$ cat config.mk
export PLATFORM = sky130hd
export DESIGN_NAME = simple_machine_execute_unit_top
export DESIGN_NICKNAME = d
export VERILOG_FILES = /design/src/rtl/core/smeu_pkg.sv /design/src/rtl/core/simple_machine_execute_unit_top.sv /design/src/rtl/core/smeu_ram.sv
export SDC_FILE = /design/constraint.sdc
export NUM_CORES = 2
export LEC_CHECK = 0
export ABC_CLOCK_PERIOD_IN_PS = 16800
export BUFFER_PORTS_ARGS = -buffer_cell sky130_fd_sc_hd__buf_2
export CORE_MARGIN = 1
export CORE_UTILIZATION = 40
export CTS_CLUSTER_SIZE = 10
export DETAILED_ROUTE_END_ITERATION = 8
export MAX_ROUTING_LAYER = met4
export PLACE_DENSITY_LB_ADDON = 0.08
export SYNTH_ARGS = -nofsm -noshare
export SYNTH_HDL_FRONTEND = slang
export SYNTH_SLANG_ARGS = --single-unit
export TNS_END_PERCENT = 100
$ cat constraint.sdc
create_clock -name i_clk -period 16.8 [get_ports i_clk]
set_input_delay 1.68 -clock i_clk [delete_from_list [all_inputs] [get_ports i_clk]]
set_output_delay 1.68 -clock i_clk [all_outputs]
set_load 0.01 [all_outputs]
$ cat src/rtl/core/smeu_pkg.sv
// Shared types and constants for the simple machine execute unit.
package smeu_pkg;

    localparam int BYTE_W   = 8;
    localparam int NIB_W    = 4;
    localparam int NUM_REGS = 16;
    localparam int REG_AW   = 4;

    // Operation codes
    localparam logic [NIB_W-1:0] OP_LOAD_MEM = 4'd1;
    localparam logic [NIB_W-1:0] OP_LOAD_IMM = 4'd2;
    localparam logic [NIB_W-1:0] OP_STORE    = 4'd3;
    localparam logic [NIB_W-1:0] OP_MOVE     = 4'd4;
    localparam logic [NIB_W-1:0] OP_ADD      = 4'd5;
    localparam logic [NIB_W-1:0] OP_JUMP_EQ  = 4'd11;
    localparam logic [NIB_W-1:0] OP_HALT     = 4'd12;

    // Instruction transfer
    typedef struct packed {
        logic [NIB_W-1:0]  opcode;
        logic [REG_AW-1:0] reg_field;
        logic [BYTE_W-1:0] operand;
    } t_in;

    // Result transfer
    typedef struct packed {
        logic [BYTE_W-1:0] pc_value;
        logic              screen_valid;
        logic [BYTE_W-1:0] screen_data;
        logic              jump_taken;
        logic              halted;
        logic              illegal_op;
    } t_out;

endpackage

$ cat src/rtl/core/simple_machine_execute_unit_top.sv
// Top level of the simple machine execute unit.
// Flow: the RAMs are read and the instruction registered at the input transfer edge; execute
//   then writes the result register, after a first phase for a store of a nonzero register.
// Throughput: one instruction per cycle while the result register is free; a store of a nonzero
//   register holds the execute stage for a second phase, since each memory bank takes one write a cycle.
// Reset: synchronous, active low; clears pc, control state and the per-entry valid bits that
//   make register file and memory read as zero until written.
module simple_machine_execute_unit_top #(
    parameter int MEM_DEPTH = 256
) (
    input  logic           i_clk,
    input  logic           i_rst_n,
    input  logic           i_in_valid,
    output logic           o_in_ready,
    input  smeu_pkg::t_in  i_in_data,
    output logic           o_out_valid,
    input  logic           i_out_ready,
    output smeu_pkg::t_out o_out_data
);

    import smeu_pkg::*;

    localparam int ADDR_W     = $clog2(MEM_DEPTH);
    localparam int BANK_DEPTH = MEM_DEPTH / 2;

    // Pipeline registers
    logic              r_x_valid, n_x_valid;
    logic              r_x_phase, n_x_phase;
    t_in               r_x_data;
    logic [ADDR_W-1:0] r_pc, n_pc;
    logic              r_out_valid, n_out_valid;
    t_out              r_out_data, n_out_data;

    // Valid bits and last-write forwarding
    logic [NUM_REGS-1:0]  r_rf_valid;
    logic                 r_rf_fwd_valid;
    logic [REG_AW-1:0]    r_rf_fwd_addr;
    logic [BYTE_W-1:0]    r_rf_fwd_data;
    logic [MEM_DEPTH-1:0] r_mem_valid;
    logic [1:0]           r_mfwd_valid;
    logic [ADDR_W-1:0]    r_mfwd_addr [2];
    logic [BYTE_W-1:0]    r_mfwd_data [2];

    logic              in_fire;
    logic [REG_AW-1:0] in_a_addr, in_b_addr;

    logic [NIB_W-1:0]  x_op;
    logic [REG_AW-1:0] x_r, x_hi, x_lo, x_a_addr, x_b_addr;
    logic [BYTE_W-1:0] x_val;
    logic [ADDR_W-1:0] x_maddr, pc_p1;
    logic              x_store_mem, out_free, x_done, x_ib_wr, x_st_wr;

    logic [BYTE_W-1:0] rf_a_q, rf_b_q, rf_a, rf_b;
    logic [BYTE_W-1:0] mem_q [2];
    logic [BYTE_W-1:0] mem_ram, mem_old, mem_rd, ib0;

    logic              rf_we;
    logic [REG_AW-1:0] rf_waddr;
    logic [BYTE_W-1:0] rf_wdata;

    logic [1:0]         bank_we;
    logic [ADDR_W-1:0]  bank_wa [2];
    logic [BYTE_W-1:0]  bank_wd [2];

    logic              jump_taken;

    // Input side: read addresses follow the incoming opcode
    assign in_fire   = i_in_valid && o_in_ready;
    assign in_a_addr = (i_in_data.opcode == OP_ADD) ? i_in_data.operand[7:4]
                                                   : i_in_data.reg_field;
    assign in_b_addr = (i_in_data.opcode == OP_JUMP_EQ) ? REG_AW'(0)
                                                       : i_in_data.operand[3:0];

    // Execute-stage decode
    assign x_op     = r_x_data.opcode;
    assign x_r      = r_x_data.reg_field;
    assign x_val    = r_x_data.operand;
    assign x_hi     = x_val[7:4];
    assign x_lo     = x_val[3:0];
    assign x_maddr  = x_val[ADDR_W-1:0];
    assign x_a_addr = (x_op == OP_ADD) ? x_hi : x_r;
    assign x_b_addr = (x_op == OP_JUMP_EQ) ? REG_AW'(0) : x_lo;
    assign pc_p1    = r_pc + ADDR_W'(1);
    assign ib0      = {x_op, x_r};

    // Handshake and stage control
    assign x_store_mem = (x_op == OP_STORE) && (x_r != REG_AW'(0));
    assign out_free    = !r_out_valid || i_out_ready;
    assign x_done      = r_x_valid && out_free && (!x_store_mem || r_x_phase);
    assign x_ib_wr     = r_x_valid && !r_x_phase && (x_store_mem || x_done);
    assign x_st_wr     = x_done && x_store_mem;
    assign o_in_ready  = !r_x_valid || x_done;

    // Register file: two copies give two read ports
    smeu_ram #(.WIDTH(BYTE_W), .DEPTH(NUM_REGS)) u_rf_a (
        .i_clk   (i_clk),
        .i_we    (rf_we),
        .i_waddr (rf_waddr),
        .i_wdata (rf_wdata),
        .i_re    (in_fire),
        .i_raddr (in_a_addr),
        .o_rdata (rf_a_q)
    );

    smeu_ram #(.WIDTH(BYTE_W), .DEPTH(NUM_REGS)) u_rf_b (
        .i_clk   (i_clk),
        .i_we    (rf_we),
        .i_waddr (rf_waddr),
        .i_wdata (rf_wdata),
        .i_re    (in_fire),
        .i_raddr (in_b_addr),
        .o_rdata (rf_b_q)
    );

    // Register reads: last write wins, unwritten entries read zero
    always_comb begin
        if (r_rf_fwd_valid && (r_rf_fwd_addr == x_a_addr)) begin
            rf_a = r_rf_fwd_data;
        end else begin
            rf_a = r_rf_valid[x_a_addr] ? rf_a_q : '0;
        end
        if (r_rf_fwd_valid && (r_rf_fwd_addr == x_b_addr)) begin
            rf_b = r_rf_fwd_data;
        end else begin
            rf_b = r_rf_valid[x_b_addr] ? rf_b_q : '0;
        end
    end

    // Main memory: even and odd banks, so pc and pc+1 land in different banks
    for (genvar b = 0; b < 2; b++) begin : g_bank
        smeu_ram #(.WIDTH(BYTE_W), .DEPTH(BANK_DEPTH)) u_bank (
            .i_clk   (i_clk),
            .i_we    (bank_we[b]),
            .i_waddr (bank_wa[b][ADDR_W-1:1]),
            .i_wdata (bank_wd[b]),
            .i_re    (in_fire),
            .i_raddr (i_in_data.operand[ADDR_W-1:1]),
            .o_rdata (mem_q[b])
        );
    end

    // Bank write steering: instruction bytes, else the store byte
    always_comb begin
        for (int b = 0; b < 2; b++) begin
            if (x_ib_wr) begin
                bank_we[b] = 1'b1;
                if (r_pc[0] == 1'(b)) begin
                    bank_wa[b] = r_pc;
                    bank_wd[b] = ib0;
                end else begin
                    bank_wa[b] = pc_p1;
                    bank_wd[b] = x_val;
                end
            end else begin
                bank_we[b] = x_st_wr && (x_maddr[0] == 1'(b));
                bank_wa[b] = x_maddr;
                bank_wd[b] = rf_a;
            end
        end
    end

    // Memory read: own instruction bytes first, then the newest bank write, then the RAM
    always_comb begin
        mem_ram = r_mem_valid[x_maddr] ? mem_q[x_maddr[0]] : '0;
        if (r_mfwd_valid[x_maddr[0]] && (r_mfwd_addr[x_maddr[0]] == x_maddr)) begin
            mem_old = r_mfwd_data[x_maddr[0]];
        end else begin
            mem_old = mem_ram;
        end
        if (x_maddr == r_pc) begin
            mem_rd = ib0;
        end else if (x_maddr == pc_p1) begin
            mem_rd = x_val;
        end else begin
            mem_rd = mem_old;
        end
    end

    // Register write-back
    always_comb begin
        rf_we    = 1'b0;
        rf_waddr = x_r;
        rf_wdata = x_val;
        case (x_op)
            OP_LOAD_MEM: begin
                rf_we    = x_done;
                rf_wdata = mem_rd;
            end
            OP_LOAD_IMM: begin
                rf_we    = x_done;
                rf_wdata = x_val;
            end
            OP_MOVE: begin
                rf_we    = x_done;
                rf_waddr = x_hi;
                rf_wdata = rf_b;
            end
            OP_ADD: begin
                rf_we    = x_done;
                rf_wdata = rf_a + rf_b;
            end
            default: begin
                rf_we = 1'b0;
            end
        endcase
    end

    // Result and next state
    assign jump_taken = (x_op == OP_JUMP_EQ) && (rf_a == rf_b);

    always_comb begin
        n_x_valid   = r_x_valid;
        n_x_phase   = r_x_phase;
        n_pc        = r_pc;
        n_out_valid = r_out_valid;
        n_out_data  = r_out_data;

        if (x_done) begin
            n_x_phase = 1'b0;
        end else if (x_ib_wr) begin
            n_x_phase = 1'b1;
        end

        if (in_fire) begin
            n_x_valid = 1'b1;
        end else if (x_done) begin
            n_x_valid = 1'b0;
        end

        if (x_done) begin
            n_pc = jump_taken ? x_maddr : (r_pc + ADDR_W'(2));
            n_out_valid             = 1'b1;
            n_out_data.pc_value     = BYTE_W'(n_pc);
            n_out_data.screen_valid = (x_op == OP_STORE) && (x_r == REG_AW'(0));
            n_out_data.screen_data  = n_out_data.screen_valid ? rf_a : '0;
            n_out_data.jump_taken   = jump_taken;
            n_out_data.halted       = (x_op == OP_HALT);
            n_out_data.illegal_op   = !((x_op == OP_LOAD_MEM) || (x_op == OP_LOAD_IMM) ||
                                        (x_op == OP_STORE) || (x_op == OP_MOVE) ||
                                        (x_op == OP_ADD) || (x_op == OP_JUMP_EQ) ||
                                        (x_op == OP_HALT));
        end else if (i_out_ready) begin
            n_out_valid = 1'b0;
        end
    end

    // Control registers
    always_ff @(posedge i_clk) begin
        if (!i_rst_n) begin
            r_x_valid   <= 1'b0;
            r_x_phase   <= 1'b0;
            r_pc        <= '0;
            r_out_valid <= 1'b0;
        end else begin
            r_x_valid   <= n_x_valid;
            r_x_phase   <= n_x_phase;
            r_pc        <= n_pc;
            r_out_valid <= n_out_valid;
        end
    end

    // Payload registers
    always_ff @(posedge i_clk) begin
        if (in_fire) begin
            r_x_data <= i_in_data;
        end
        r_out_data <= n_out_data;
    end

    // Register file valid bits and last write
    always_ff @(posedge i_clk) begin
        if (!i_rst_n) begin
            r_rf_valid     <= '0;
            r_rf_fwd_valid <= 1'b0;
        end else if (rf_we) begin
            r_rf_valid[rf_waddr] <= 1'b1;
            r_rf_fwd_valid       <= 1'b1;
        end
    end

    always_ff @(posedge i_clk) begin
        if (rf_we) begin
            r_rf_fwd_addr <= rf_waddr;
            r_rf_fwd_data <= rf_wdata;
        end
    end

    // Memory valid bits and newest write per bank
    always_ff @(posedge i_clk) begin
        if (!i_rst_n) begin
            r_mem_valid  <= '0;
            r_mfwd_valid <= '0;
        end else begin
            for (int b = 0; b < 2; b++) begin
                if (bank_we[b]) begin
                    r_mem_valid[bank_wa[b]] <= 1'b1;
                    r_mfwd_valid[b]         <= 1'b1;
                end
            end
        end
    end

    always_ff @(posedge i_clk) begin
        for (int b = 0; b < 2; b++) begin
            if (bank_we[b]) begin
                r_mfwd_addr[b] <= bank_wa[b];
                r_mfwd_data[b] <= bank_wd[b];
            end
        end
    end

    assign o_out_valid = r_out_valid;
    assign o_out_data  = r_out_data;

endmodule

$ cat src/rtl/core/smeu_ram.sv
// Generic single-port-write, single-port-read RAM with registered read data.
module smeu_ram #(
    parameter int WIDTH = 8,
    parameter int DEPTH = 16,
    localparam int AW   = $clog2(DEPTH)
) (
    input  logic             i_clk,
    input  logic             i_we,
    input  logic [AW-1:0]    i_waddr,
    input  logic [WIDTH-1:0] i_wdata,
    input  logic             i_re,
    input  logic [AW-1:0]    i_raddr,
    output logic [WIDTH-1:0] o_rdata
);

    logic [WIDTH-1:0] r_mem [DEPTH];
    logic [WIDTH-1:0] r_rdata;

    // Write port
    always_ff @(posedge i_clk) begin
        if (i_we) begin
            r_mem[i_waddr] <= i_wdata;
        end
    end

    // Read port, data held while not enabled
    always_ff @(posedge i_clk) begin
        if (i_re) begin
            r_rdata <= r_mem[i_raddr];
        end
    end

    assign o_rdata = r_rdata;

endmodule

* Word-level counts from Yosys, hierarchy flattened *
Memory sizes are Yosys's and may differ from the RTL's. A register that Yosys moved wholly into a read port is not among the register bits.
Index checks and enable logic that the tools add are counted.

word-level totals
  bits in writable memories = 2336
  memories kept = 6
  bits of input ports = 20
  register bits after elaboration = 334

cells by class
  order comparisons = 11
  reductions and logical operators = 38
  add/sub/neg operators = 3
  mux-type cells = 58
  bitwise logic cells = 6
  equality and inequality tests = 15

memory list
  name                    depth  width  read ports  clocked after Yosys merged registers in  write ports  line                                   source
  g_bank[0].u_bank.r_mem  128    8      1           1                                        1            smeu_ram.sv:16                         logic [WIDTH-1:0] r_mem [DEPTH];
  g_bank[1].u_bank.r_mem  128    8      1           1                                        1            smeu_ram.sv:16
  u_rf_a.r_mem            16     8      1           1                                        1            smeu_ram.sv:16
  u_rf_b.r_mem            16     8      1           1                                        1            smeu_ram.sv:16
  r_mfwd_addr             2      8      1           1                                        2            simple_machine_execute_unit_top.sv:41  logic [ADDR_W-1:0] r_mfwd_addr [2];
  r_mfwd_data             2      8      1           1                                        2            simple_machine_execute_unit_top.sv:42  logic [BYTE_W-1:0] r_mfwd_data [2];

operator list
  operator                                                                      number
  256-bit two-way mux                                                           3
  256-bit OR                                                                    2
  8-bit two-way mux                                                             20
  8-bit equality test                                                           4
  8-bit by 9-bit less-than comparator with 1-bit output, second input constant  3
  8-bit one-hot mux with 3 select lines                                         1
  1-bit two-way mux                                                             23
  4-bit two-way mux                                                             5
  1-bit logical AND                                                             17
  1-bit demux with 8-bit select                                                 2
  8-bit by 1-bit >= comparator with 1-bit output, second input constant         2
  16-bit OR                                                                     1
  4-bit by 5-bit less-than comparator with 1-bit output, second input constant  3
  4-bit by 3-bit equality test with 1-bit output, second input constant         3
  4-bit equality test, second input constant                                    3
  1-bit logical OR                                                              10
  8-bit by 1-bit adder with 8-bit output, second input constant                 1
  8-bit by 2-bit adder with 8-bit output, second input constant                 1
  8-bit adder                                                                   1
  1-bit binary-select mux with 4-bit select                                     2
  1-bit binary-select mux with 8-bit select                                     1
  4-bit by 2-bit equality test with 1-bit output, second input constant         2
  4-bit equality test                                                           2
  1-bit zero test                                                               5
  12 further kinds                                                              14

* Depth between registers and ports, before layout *
  word-level depth = 17
  gate-level depth with buffers = 21
  gate-level depth less buffers = 19

* Cells and area by module *
From an unflattened synthesis, not the netlist that was laid out.

second synthesis, totals
  cells, all modules = 5524
  area, all modules = 107539.4 sq um

by module, submodules not included
  module                           area each (sq um)  times used  sequential area each (sq um)  cells each
  smeu_ram (g_bank[0].u_bank ...)  39745.6            2           30989.7                       1635
  simple_machine_execute_unit_top  17593.1            1           8147.8                        1796
  smeu_ram (u_rf_a ...)            5227.5             2           4083.9                        229

* Least setup slack after synthesis *
Ideal clock, no wire load.

  path type = input to register
  from = input i_out_ready
  to = memory g_bank[0].u_bank.r_mem[0][7] (data pin)
  buffers on the path = 3
  setup slack = 9538 ps
  required time = 15904 ps
  data arrival time = 6367 ps
  stages = 7
  cells stage by stage = nor2b_1 -> a21oi_1 -> buf_2 -> buf_1 -> buf_1 -> nor2_1 -> a21oi_1

RTL lines
  item         line                                   source
  from (decl)  simple_machine_execute_unit_top.sv:17  input logic i_out_ready,
  to (decl)    smeu_ram.sv:16

* Worst setup path after layout *
  from = register r_x_data (netlist bit x_op[3])
  to = register r_rf_fwd_data[5] (data pin)

between the ends
  word-level cells in the longest chain between the ends = 8
  elaborated cells between the ends (all ways) = 20

RTL lines
  item                                              line                                    source
  from (decl)                                       simple_machine_execute_unit_top.sv:29   t_in r_x_data;
  from (signal assigned)                            simple_machine_execute_unit_top.sv:265  r_x_data <= i_in_data;
  4-bit by 3-bit equality test with 1-bit output *  simple_machine_execute_unit_top.sv:81   assign x_a_addr = (x_op == OP_ADD) ? x_hi : x_r;
  4-bit two-way mux *                               simple_machine_execute_unit_top.sv:81
  1-bit binary-select mux with 4-bit select         simple_machine_execute_unit_top.sv:120  rf_a = r_rf_valid[x_a_addr] ? rf_a_q : '0;
  1-bit two-way mux (implied by the code)           simple_machine_execute_unit_top.sv:120
  8-bit two-way mux                                 simple_machine_execute_unit_top.sv:120
  8-bit two-way mux *                               simple_machine_execute_unit_top.sv:117  if (r_rf_fwd_valid && (r_rf_fwd_addr == x_a_addr)) begin
  net rf_a[1]                                       simple_machine_execute_unit_top.sv:53   logic [BYTE_W-1:0] rf_a_q, rf_b_q, rf_a, rf_b;
  8-bit adder *                                     simple_machine_execute_unit_top.sv:200  rf_wdata = rf_a + rf_b;
  8-bit one-hot mux with 3 select lines *           simple_machine_execute_unit_top.sv:184  case (x_op)
  net rf_wdata[5]                                   simple_machine_execute_unit_top.sv:59   logic [BYTE_W-1:0] rf_wdata;
  to (signal assigned)                              simple_machine_execute_unit_top.sv:284  r_rf_fwd_data <= rf_wdata;
  to (decl)                                         simple_machine_execute_unit_top.sv:38   logic [BYTE_W-1:0] r_rf_fwd_data;

Mark *: on every way through the listed nets, which the timed path passes. The rest lies on a longest branch. The select of a mux whose other input is x is not followed.
A chain may end at the register's enable or synchronous reset.

==> flow_metrics.py <==
metrics = {
    "final_layout": {
        "final_cells": 8848,
        "drive_above_1_share": 0.272,
        "layout.nets": 5391,
        "area_growth_pct": 13.5,
    },
    "drt": {
        "first_pass_iters": 6,
        "vias_per_cell": 5.70,
        "ant_nets": 0,
        "drc": 0,
        "drtIter0Drc": 4987,
        "vias": 50477,
        "wirelength_um": 274000,
        "wl_per_cell_um": 31.0,
    },
    "setup_path": {
        "cp.arrival_ns": 6.86,
        "crit_path_top_delay_cell": "a211oi_2",
        "crit_path_cell_trace": "and4bb_4 > mux2i_4 > xor2_1 > and3_1 > nor3_1 > buf_4 > a22oi_1 > inv_1 > ha_1 > a21o_1 > a21oi_1 > o21ai_0 > a21oi_1 > xnor2_1 > a221o_1 > o21ai_0 > a211oi_2",
        "cp_data_required_time_ns": 17.35,
        "critical-path-max-stage-delay_ns": 1.04,
        "crit_path_end_kind": "register",
        "crit_buf_inv": 2,
        "critPathLaunchType": "register",
        "crit_family": "compound AO/OA/AOI/OAI gates",
        "critical_path_class": "reg -> reg",
        "path_max_fanout": 17,
    },
    "logic_synthesis": {
        "synth_ff_type": "edfxtp_1",
        "yosysWarningCount": 0,
        "async_flop_share": 0,
        "ys_ff_latch": 2575,
        "syn-cell-area_um2": 102000,
        "syn_area_per_cell_um2": 20.0,
        "synth.distinct_cells": 76,
        "synth-edff-count": 2288,
        "syn_nets": 5139,
        "ys_seq_area_frac": 0.729,
        "synthCells": 5108,
    },
    "clock_network": {
        "cts_tree": "done",
        "cts.sinks": 2575,
        "clockBufferDepth": 4,
        "cts_hold_buf": 0,
        "cts_buffers": 315,
        "clk_pin_slew_worst_paths_ns": 0.05,
        "clockRootBuffer": "clkbuf_16",
        "cts_setup_buffers": 0,
        "clk_latency_ns": 0.94,
        "h-tree-depth": 5,
        "cts-resized-gates": 0,
    },
    "timing": {
        "finalSetupTns_ns": 0,
        "drv_slew": 0,
        "slew-limit-headroom": 0.0993,
        "setup_slack_ns": 10.49,
        "rsz0062_at_grt": "no",
        "period_share": 0.376,
        "fmax_mhz": 158,
        "final.min_clock_period_ns": 6.31,
        "worstMarginPinSlew_ns": 1.35,
        "setup_viol": 0,
        "report.final.hold_viol_count": 0,
        "fin_skew_ns": 0.0536,
    },
    "die": {
        "start_util": 0.402,
        "io-pin-count": 42,
        "design.core.area_um2": 254000,
        "die-width_um": 507,
        "rows": 185,
        "die_h_um": 507,
        "dieArea_um2": 257000,
    },
    "grt": {
        "grt_max_degree": 129,
        "antenna_found_initial": 9,
        "track_usage": 0.221,
        "grt_pass1_vias": 52142,
        "overflow": 0,
        "grt_pass1_wl_um": 392000,
    },
    "power": {
        "finalPower_mw": 14.1,
        "power_density_nw_per_um2": 122,
        "ir_worst_vdd_mv": 0.112,
        "power.leakage_nw": 36.5,
    },
    "place": {
        "dpl.hpwl_um": 176000,
        "dp_cells": 8409,
        "dp_slack_ns": 9.84,
        "place_congestion": 0.868,
        "port_buffers": 41,
    },
    "hold_path": {
        "hold_path.class": "reg -> reg",
    },
    "run": {
        "maxCapViolCount": 0,
    },
    "run_status": {
        "status": "finished clean",
    },
}
==> layer usage <==
layer | global-route usage | share of wire | wire (um) | up-vias
met1 | 0.291 | 0.42 | 117000 | 27306
met5 | - | 0 | 0 | -
met3 | 0.0386 | 0.053 | 14600 | 354
li1 | - | - | - | 21467
met2 | 0.360 | 0.50 | 138000 | 1350
met4 | 0.0463 | 0.018 | 5000 | 0
==> final timing paths <==
kind | from | endpoint | slack (ns) | cells after the start
max | x_op[3] | r_rf_fwd_data[5] | 10.49 | 17
min | r_mem_valid[0] | r_mem_valid[0] | 0.46 | 1
max reg2reg | x_op[3] | r_rf_fwd_data[5] | 10.49 | 17
min reg2reg | r_mem_valid[0] | r_mem_valid[0] | 0.46 | 1
==> synth_stat cells, types with 7 or more instances <==
cell      instances  area, um^2
a21oi_1          96         480
xor2_1           10        87.6
nor2b_1          24         150
clkbuf_1        213         800
buf_2            25         125
buf_1            61         229
nor3_1           15        75.1
mux2i_1         102        1020
nand2b_1         17         106
o21ai_0          81         405
o21a_1          267        2000
xnor2_1          33         289
and3_1           10        62.6
dfxtp_1         287        5750
nor4_1            9        56.3
or2_2             7        43.8
and2_1           22         138
a22o_1           12         105
nand2_1          97         364
o22ai_1          17         106
nor2_1          347        1300
edfxtp_1       2288       68700
inv_1            32         120
mux2_2           54         608
nand3_1          49         245
a22oi_1          14         105
a221oi_1         17         149
mux4_2          769       17300
a211oi_1         13        97.6
ha_1             10         125
==> logic make-up (layout without fill, tap and decap cells) <==
group           after synthesis  in the layout  synth area share
buf+inv                     340            711            0.0131
compound gates              575            575            0.0385
simple gates                636            636            0.0281
fa+ha+maj                    11             11           0.00142
other cells                   0              3                 0
xor+xnor                     45             45           0.00401
mux                         926            926             0.186
flops                      2575           2575             0.729
==> worst register-to-register path, stage by stage (launching register included) <==
cell	delay (ns)
edfxtp_1	0.56
and4bb_4	0.58
mux2i_4	0.53
xor2_1	0.18
and3_1	0.63
nor3_1	0.10
buf_4	0.21
a22oi_1	0.36
inv_1	0.09
ha_1	0.32
a21o_1	0.19
a21oi_1	0.21
o21ai_0	0.11
a21oi_1	0.30
xnor2_1	0.17
a221o_1	0.23
o21ai_0	0.11
a211oi_2	1.04
==> stage by stage <==
stage               hold WS [ns]  cell area [um^2]   util
floorplan                  0.433            102000      -
global placement           0.447            107000  0.423
detailed placement         0.447            107000  0.423
CTS                        0.460            116000  0.456
global route               0.472            116000  0.456
finish                     0.458            116000  0.457
==> placed cells by master (no fill, tap or decap), types with 17 or more instances in the layout <==
cell type / instances
edfxtp_1: 2288
mux4_2: 769
clkbuf_16: 320
nor2_1: 305
dfxtp_1: 287
o21a_1: 267
buf_4: 197
mux2i_1: 99
nand2_1: 97
clkbuf_1: 90
a21oi_1: 79
o21ai_0: 78
mux2_2: 54
nand3_1: 49
nor2_2: 42
buf_2: 35
xnor2_1: 33
inv_1: 32
nor2b_1: 24
and2_1: 21
nand2b_1: 17
o22ai_1: 17
a21oi_4: 17
a221oi_1: 17
==> flip-flops by register name (all words and copies together) (netlist names), 16 cells and up, named ones only <==
register,cells
r_mem_valid,256
r_mfwd_addr,16
r_mfwd_data,16
u_rf_a.r_mem,128
r_rf_valid,16
g_bank.u_bank.o_rdata,16
g_bank.u_bank.r_mem,2048
o_out_data,20
==> power breakdown <==
part | leakage, nW | total, mW | switching (mW) | internal (mW)
clock | 4.18 | 5.94 | 2.45 | 3.49
sequential | 23.1 | 7.23 | 0.0314 | 7.20
combinational | 9.24 | 0.965 | 0.665 | 0.300
total | 36.5 | 14.1 | 3.15 | 11.0
==> final cells by class <==
| class | count | area (um^2) |
|---|---|---|
| fillers | 21416 | 138000 |
| clock buffers | 416 | 8430 |
| multi-input cells | 2193 | 26700 |
| clock inverters | 20 | 194 |
| diodes | 3 | 7.51 |
| inverters | 34 | 128 |
| repair buffers | 241 | 1810 |
| well taps | 3366 | 4210 |
| flip-flops and latches | 2575 | 74500 |
Note: power is estimated with default switching activity, not from simulation.
